<file path="config.mk">
export PLATFORM = sky130hd
export DESIGN_NAME = sorted_priority_queue
export DESIGN_NICKNAME = d
export VERILOG_FILES = /design/src/rtl/spq_pkg.sv /design/src/rtl/spq_cell.sv /design/src/rtl/sorted_priority_queue.sv
export SDC_FILE = /design/constraint.sdc
export NUM_CORES = 2
export LEC_CHECK = 0
export ABC_AREA = 0
export BUFFER_PORTS_ARGS = -buffer_cell sky130_fd_sc_hd__buf_2
export CORE_MARGIN = 4
export CORE_UTILIZATION = 65
export DETAILED_ROUTE_END_ITERATION = 8
export PLACE_DENSITY = 0.8
export SLEW_MARGIN = 20
export SYNTH_ARGS = -nofsm -noshare
export SYNTH_HDL_FRONTEND = slang
export SYNTH_SLANG_ARGS = --single-unit
export TNS_END_PERCENT = 100
</file>
<file path="constraint.sdc">
create_clock -name clk -period 20.4 [get_ports clk]
set_clock_uncertainty 0.05 [all_clocks]
set_input_delay 1.02 -clock clk [delete_from_list [all_inputs] [get_ports clk]]
set_output_delay 1.02 -clock clk [all_outputs]
set_load 0.005 [all_outputs]
</file>
<file path="src/rtl/spq_pkg.sv">
// spq_pkg: shared types and codes for the sorted priority queue
// used by spq_cell and sorted_priority_queue; no dependencies
package spq_pkg;

    localparam int PRI_BITS = 16;

    // request opcodes
    localparam logic OP_INSERT = 1'b0;
    localparam logic OP_REMOVE = 1'b1;

    typedef enum logic [1:0] {
        ST_DONE       = 2'd0,
        ST_EMPTY      = 2'd1,
        ST_FULL_DROP  = 2'd2
    } status_t;

    // per-cycle command broadcast to every cell
    typedef struct packed {
        logic                       ins;
        logic                       rem;
        logic signed [PRI_BITS-1:0] pri;
    } spq_ctl_t;

endpackage

</file>
<file path="src/rtl/spq_cell.sv">
// spq_cell: one slot of the sorted chain, holds a priority and a payload
// depends on spq_pkg
module spq_cell
    import spq_pkg::*;
#(
    parameter int IDX          = 0,
    parameter int CW           = 5,
    parameter int PAYLOAD_BITS = 64
)
(
    input  logic                       clk,
    input  spq_ctl_t                   ctl,
    input  logic [PAYLOAD_BITS-1:0]    new_payload,
    input  logic [CW-1:0]              count,
    input  logic                       left_keep,
    input  logic signed [PRI_BITS-1:0] left_pri,
    input  logic [PAYLOAD_BITS-1:0]    left_payload,
    input  logic signed [PRI_BITS-1:0] right_pri,
    input  logic [PAYLOAD_BITS-1:0]    right_payload,
    output logic                       keep,
    output logic signed [PRI_BITS-1:0] pri,
    output logic [PAYLOAD_BITS-1:0]    payload
);

    logic signed [PRI_BITS-1:0] pri_reg;
    logic signed [PRI_BITS-1:0] pri_next;
    logic [PAYLOAD_BITS-1:0]    payload_reg;
    logic [PAYLOAD_BITS-1:0]    payload_next;
    logic                       valid;

    assign valid = CW'(IDX) < count;
    // entry stays put when it sorts strictly ahead of the new one
    assign keep  = valid && (pri_reg < ctl.pri);

    always_comb
    begin
        pri_next     = pri_reg;
        payload_next = payload_reg;
        if (ctl.ins)
        begin
            if (!keep)
            begin
                if (left_keep)
                begin
                    pri_next     = ctl.pri;
                    payload_next = new_payload;
                end
                else
                begin
                    pri_next     = left_pri;
                    payload_next = left_payload;
                end
            end
        end
        else if (ctl.rem)
        begin
            pri_next     = right_pri;
            payload_next = right_payload;
        end
    end

    always_ff @(posedge clk)
    begin
        pri_reg     <= pri_next;
        payload_reg <= payload_next;
    end

    assign pri     = pri_reg;
    assign payload = payload_reg;

endmodule

</file>
<file path="src/rtl/sorted_priority_queue.sv">
// sorted_priority_queue: top level, a chain of spq_cell slots kept in order
// depends on spq_pkg and spq_cell
//
// Bounded min-first priority queue. A request is taken on any rising edge
// with start high; busy is always low, so one request is taken every clock
// cycle. Each request gives exactly one result, shown for one cycle with done
// high in the cycle right after the request; the receiver cannot stall, so it
// must take the result in that cycle. The chain of cells updates all slots in
// the same edge: on insert each slot compares its own priority with the new
// one and either holds, takes the new entry, or takes its left neighbor's;
// on remove every slot takes its right neighbor's. Among equal priorities the
// newest entry leaves first. A remove on an empty queue reports an empty
// status, an insert into a full queue is dropped and flagged. Slot contents
// are not reset; only the entry count and done are.
module sorted_priority_queue
    import spq_pkg::*;
#(
    parameter int DEPTH        = 16,
    parameter int PAYLOAD_BITS = 64
)
(
    input  logic                       clk,
    input  logic                       rst_n,
    input  logic                       start,
    output logic                       busy,
    input  logic                       opcode,
    input  logic signed [PRI_BITS-1:0] priority_req,
    input  logic [PAYLOAD_BITS-1:0]    payload,
    output logic                       done,
    output logic [1:0]                 status,
    output logic [PAYLOAD_BITS-1:0]    removed_payload,
    output logic signed [PRI_BITS-1:0] removed_priority,
    output logic [4:0]                 occupancy,
    output logic                       head_valid,
    output logic [PAYLOAD_BITS-1:0]    head_payload
);

    localparam int CW = $clog2(DEPTH + 1);

    logic                       done_reg;
    status_t                    status_reg;
    status_t                    status_next;
    logic [PAYLOAD_BITS-1:0]    rem_pay_reg;
    logic [PAYLOAD_BITS-1:0]    rem_pay_next;
    logic signed [PRI_BITS-1:0] rem_pri_reg;
    logic signed [PRI_BITS-1:0] rem_pri_next;
    logic [CW-1:0]              count_reg;
    logic [CW-1:0]              count_next;
    logic [CW+4:0]              count_ext;

    spq_ctl_t                   ctl;
    logic                       is_full;
    logic                       is_empty;

    logic                       cell_keep [DEPTH];
    logic signed [PRI_BITS-1:0] cell_pri  [DEPTH];
    logic [PAYLOAD_BITS-1:0]    cell_pay  [DEPTH];

    assign busy     = 1'b0;
    assign is_full  = count_reg == CW'(DEPTH);
    assign is_empty = count_reg == '0;

    // command broadcast to the whole chain
    always_comb
    begin
        ctl.ins = start && (opcode == OP_INSERT) && !is_full;
        ctl.rem = start && (opcode == OP_REMOVE) && !is_empty;
        ctl.pri = priority_req;
    end

    // result capture and count update
    always_comb
    begin
        status_next  = ST_DONE;
        rem_pay_next = '0;
        rem_pri_next = '0;
        count_next   = count_reg;
        if (opcode == OP_INSERT)
        begin
            if (is_full)
            begin
                status_next = ST_FULL_DROP;
            end
            else
            begin
                count_next = count_reg + 1'b1;
            end
        end
        else
        begin
            if (is_empty)
            begin
                status_next = ST_EMPTY;
            end
            else
            begin
                // head is read before the chain shifts
                rem_pay_next = cell_pay[0];
                rem_pri_next = cell_pri[0];
                count_next   = count_reg - 1'b1;
            end
        end
    end

    always_ff @(posedge clk or negedge rst_n)
    begin
        if (!rst_n)
        begin
            done_reg  <= 1'b0;
            count_reg <= '0;
        end
        else
        begin
            done_reg <= start;
            if (start)
            begin
                count_reg <= count_next;
            end
        end
    end

    always_ff @(posedge clk)
    begin
        if (start)
        begin
            status_reg  <= status_next;
            rem_pay_reg <= rem_pay_next;
            rem_pri_reg <= rem_pri_next;
        end
    end

    // the chain: slot 0 is the head
    for (genvar i = 0; i < DEPTH; i++)
    begin : g_cell
        logic                       l_keep;
        logic signed [PRI_BITS-1:0] l_pri;
        logic [PAYLOAD_BITS-1:0]    l_pay;
        logic signed [PRI_BITS-1:0] r_pri;
        logic [PAYLOAD_BITS-1:0]    r_pay;

        if (i == 0)
        begin : g_first
            // nothing ahead of the head, so it takes the new entry directly
            assign l_keep = 1'b1;
            assign l_pri  = '0;
            assign l_pay  = '0;
        end
        else
        begin : g_mid
            assign l_keep = cell_keep[i-1];
            assign l_pri  = cell_pri[i-1];
            assign l_pay  = cell_pay[i-1];
        end

        if (i == DEPTH - 1)
        begin : g_last
            // slot past the end is unused after a remove
            assign r_pri = '0;
            assign r_pay = '0;
        end
        else
        begin : g_inner
            assign r_pri = cell_pri[i+1];
            assign r_pay = cell_pay[i+1];
        end

        spq_cell #(
            .IDX          (i),
            .CW           (CW),
            .PAYLOAD_BITS (PAYLOAD_BITS)
        ) u_cell (
            .clk           (clk),
            .ctl           (ctl),
            .new_payload   (payload),
            .count         (count_reg),
            .left_keep     (l_keep),
            .left_pri      (l_pri),
            .left_payload  (l_pay),
            .right_pri     (r_pri),
            .right_payload (r_pay),
            .keep          (cell_keep[i]),
            .pri           (cell_pri[i]),
            .payload       (cell_pay[i])
        );
    end

    // outputs, valid while done is high
    assign count_ext        = {5'd0, count_reg};
    assign done             = done_reg;
    assign status           = status_reg;
    assign removed_payload  = rem_pay_reg;
    assign removed_priority = rem_pri_reg;
    assign occupancy        = count_ext[4:0];
    assign head_valid       = !is_empty;
    assign head_payload     = is_empty ? '0 : cell_pay[0];

endmodule

</file>
==> results_dict.tcl <==
set metrics [dict create \
    status "finished, final reports clean" \
    wire_per_inst_um 26.5 \
    holdBufCountCts 0 \
    arrival_ns 6.38 \
    wl_um 215000 \
    grt_max_degree 243 \
    grt_pass1_vias 55100 \
    drv_slew 0 \
    cts_tree "built" \
    dieArea_um2 115000 \
    clk_pin_slew_ns 0.06 \
    yosysWarnings 0 \
    vias 58200 \
    h-tree-depth 4 \
    r2r_setup_slack_ns 14.91 \
    num-fill-cells 7655 \
    timing.critical_path.cells "buf_2 > inv_1 > ha_1 > a2111oi_0 > o32a_1 > and3_1 > mux2_8 > o21ai_4 > buf_4 > buf_4" \
    grt_pass1_wl_um 326000 \
    synthXorXnorAreaFrac 0.000615 \
    final_layout_size_suffix_gt1_frac 0.0836 \
    seqCellArea_um2 41000 \
    cp-start-kind "primary input" \
    cts-root-buf "clkbuf_16" \
    max_freq_mhz 166 \
    required_ns 20.74 \
    grt_antenna_before_repair 13 \
    synth_fa_ha_area_frac 0.0427 \
    hold_viol_final 0 \
    maxSlewHeadroom 0.179 \
    postCtsSetupBuffers 0 \
    r2r_cells 8 \
    hp-class "primary input to asynchronous set/reset pin" \
    synth.mux.area_fraction 0.00390 \
    synth_seq_area_share 0.577 \
    clockBufferDepth 3 \
    worst_pin_slew_ns 1.23 \
    fin_ws_ns 14.36 \
    dp_cells 7831 \
    die_h_um 339 \
    worstReg2RegEnd "g_cell[5].u_cell.payload[8]" \
    worstPathMaxFanout 81 \
    critical-path-slowest-cell "o21ai_4" \
    maxCapViolCount 0 \
    ys_async_sr_fraction 0.00439 \
    fin_crit_sh 0.296 \
    synthDistinctLibCells 67 \
    irDropWorstVdd_v 0.000179 \
    area_growth_pct 8.47 \
    p_per_area_nw_per_um2 143 \
    setup_violations 0 \
    avgSynthCellArea_um2 10.5 \
    largest_reg_flops 1024 \
    multi_input_area_um2 27700 \
    io_pins 238 \
    rr_startpoint "g_cell[5].u_cell.pri[1]" \
    coreArea_um2 109000 \
    p_leak_nw 28.3 \
    synth-edff-count 1362 \
    clk_latency_ns 0.77 \
    crit_path_max_incr_delay_ns 0.99 \
    nNetsFinal 6891 \
    power_mw 11.1 \
    port_buffers 236 \
    crit_top_cell "buf_4" \
    stdcell_count 8111 \
    grt_use_met1 0.510 \
    synth_area_um2 71200 \
    drt_first_pass_iters 9 \
    pre_cts_slack_ns 13.66 \
    die_x_um 339 \
    fp-row-count 121 \
    syn_inst 6762 \
    hpwl_um 120000 \
    cts_made_buffers 145 \
    top_usage_layer "met2" \
    synthesis.nets 7089 \
    place_congestion 0.904 \
    drc 0 \
    drt_iter0_drc 9867 \
    crit_type "primary input to flip-flop" \
    crit_path_end_kind "flip-flop" \
    cts_sinks 1368 \
    synth_compound_area_frac 0.152 \
    grt_use_met2 0.546 \
    rsz0062_at_grt "false" \
    grt_use_met3 0.0778 \
    synth-simple-area-share 0.185 \
    synth_flop_cell "edfxtp_1" \
    post_cts_resized 0 \
    finalSetupTns_ns 0 \
    synth_top_family_by_area "simple AND/OR/NAND/NOR gates" \
    viasPerCell 7.18 \
    antenna_left 0 \
    start_util 0.654 \
    min_period_ns 6.04 \
    track_usage 0.362 \
    synth_seq_cells 1368 \
    gr-total-overflow 0 \
]
layout by cell type, fill, tap and decap left out, types with 7 or more instances in the layout:
cell type / n
a221o_1: 136
clkbuf_16: 145
o211ai_1: 817
nand2_4: 12
nor3_1: 12
bufinv_16: 12
or3_1: 9
inv_1: 29
a41oi_1: 8
edfxtp_1: 1362
nand3_1: 928
clkinv_2: 22
nor2_1: 195
buf_4: 67
and3_1: 225
and2_1: 132
a2111oi_0: 13
mux2i_4: 9
nor2b_1: 10
nor4_1: 7
ha_1: 243
and4_1: 16
o21ai_0: 118
a21o_1: 22
a21oi_1: 405
nand2_1: 1269
nand2b_1: 18
clkbuf_1: 39
clkinv_1: 27
diode_2: 11
nand4_1: 17
buf_2: 235
inv_6: 7
a221oi_1: 7
buf_12: 9
mux2i_1: 15
cells by family (layout without fill, tap and decap cells):
logic type | after synthesis | count (layout)
compound gates | 1563 | 1563
flops | 1368 | 1368
mux | 27 | 27
other cells | 1 | 12
fa+ha+maj | 243 | 243
xor+xnor | 5 | 5
buf+inv | 687 | 611
simple gates | 2868 | 2868
where the power goes:
group	internal (mW)	total, mW	switching [mW]
combinational	0.967	3.67	2.70
clock	1.49	2.66	1.16
sequential	4.25	4.75	0.499
total	6.71	11.1	4.36
worst max-delay path: cells and delay by family:
kind            cells  cell delay, ns
mux                 1            0.74
simple gates        1            0.29
fa+ha+maj           1            0.34
compound gates      3            1.92
buf+inv             4            1.97
layer usage:
metal,routed length [um],share of wire,vias to the layer above
li1,-,-,25200
met1,80400,0.37,27900
met2,95700,0.44,4430
met3,29000,0.13,661
met4,9980,0.046,10
met5,63,0.00029,-
how the worst max path moves through the flow:
stage                          from                           end  slack [ns]  cells after the start
finish              priority_req[1]   g_cell[5].u_cell.payload[8]       14.36                     10
global route        priority_req[1]   g_cell[5].u_cell.payload[5]       14.25                     10
CTS                 priority_req[1]   g_cell[5].u_cell.payload[6]       14.47                     10
detailed placement  priority_req[1]  g_cell[5].u_cell.payload[14]       13.66                     10
global placement    priority_req[1]  g_cell[5].u_cell.payload[14]       13.76                     10
floorplan           priority_req[9]   g_cell[1].u_cell.payload[0]       11.01                     10
cells in the mapped netlist (24+ instances only):
cell type | count | area [um2]
edfxtp_1 | 1362 | 40900
mux2i_1 | 24 | 240
ha_1 | 243 | 3040
and3_1 | 225 | 1410
nor2_1 | 196 | 736
nand2_1 | 1281 | 4810
inv_1 | 29 | 109
buf_2 | 103 | 515
o21ai_0 | 121 | 606
clkbuf_1 | 505 | 1900
buf_1 | 38 | 143
a221o_1 | 136 | 1360
and2_1 | 133 | 832
o211ai_1 | 817 | 6130
a21oi_1 | 405 | 2030
nand3_1 | 928 | 4640
through the flow:
step / cell area (um2) / util / hold slack, ns
CTS: 77200 / 0.709 / 0.0185
finish: 77200 / 0.709 / 0.0535
global route: 77200 / 0.709 / 0.0443
floorplan: 71200 / - / 0.460
global placement: 72500 / 0.666 / 0.469
detailed placement: 72500 / 0.666 / 0.472
final cells by class:
| cell class | count | area share |
|---|---|---|
| flip-flops and latches | 1368 | 0.532 |
| multi-input cells | 4707 | 0.359 |
| clock buffers | 188 | 0.0496 |
| repair buffers | 313 | 0.0244 |
| well taps | 1414 | 0.0229 |
| clock inverters | 81 | 0.0112 |
| inverters | 29 | 0.00141 |
| diodes | 11 | 0.000356 |
Note: power is estimated with default switching activity, not from simulation.
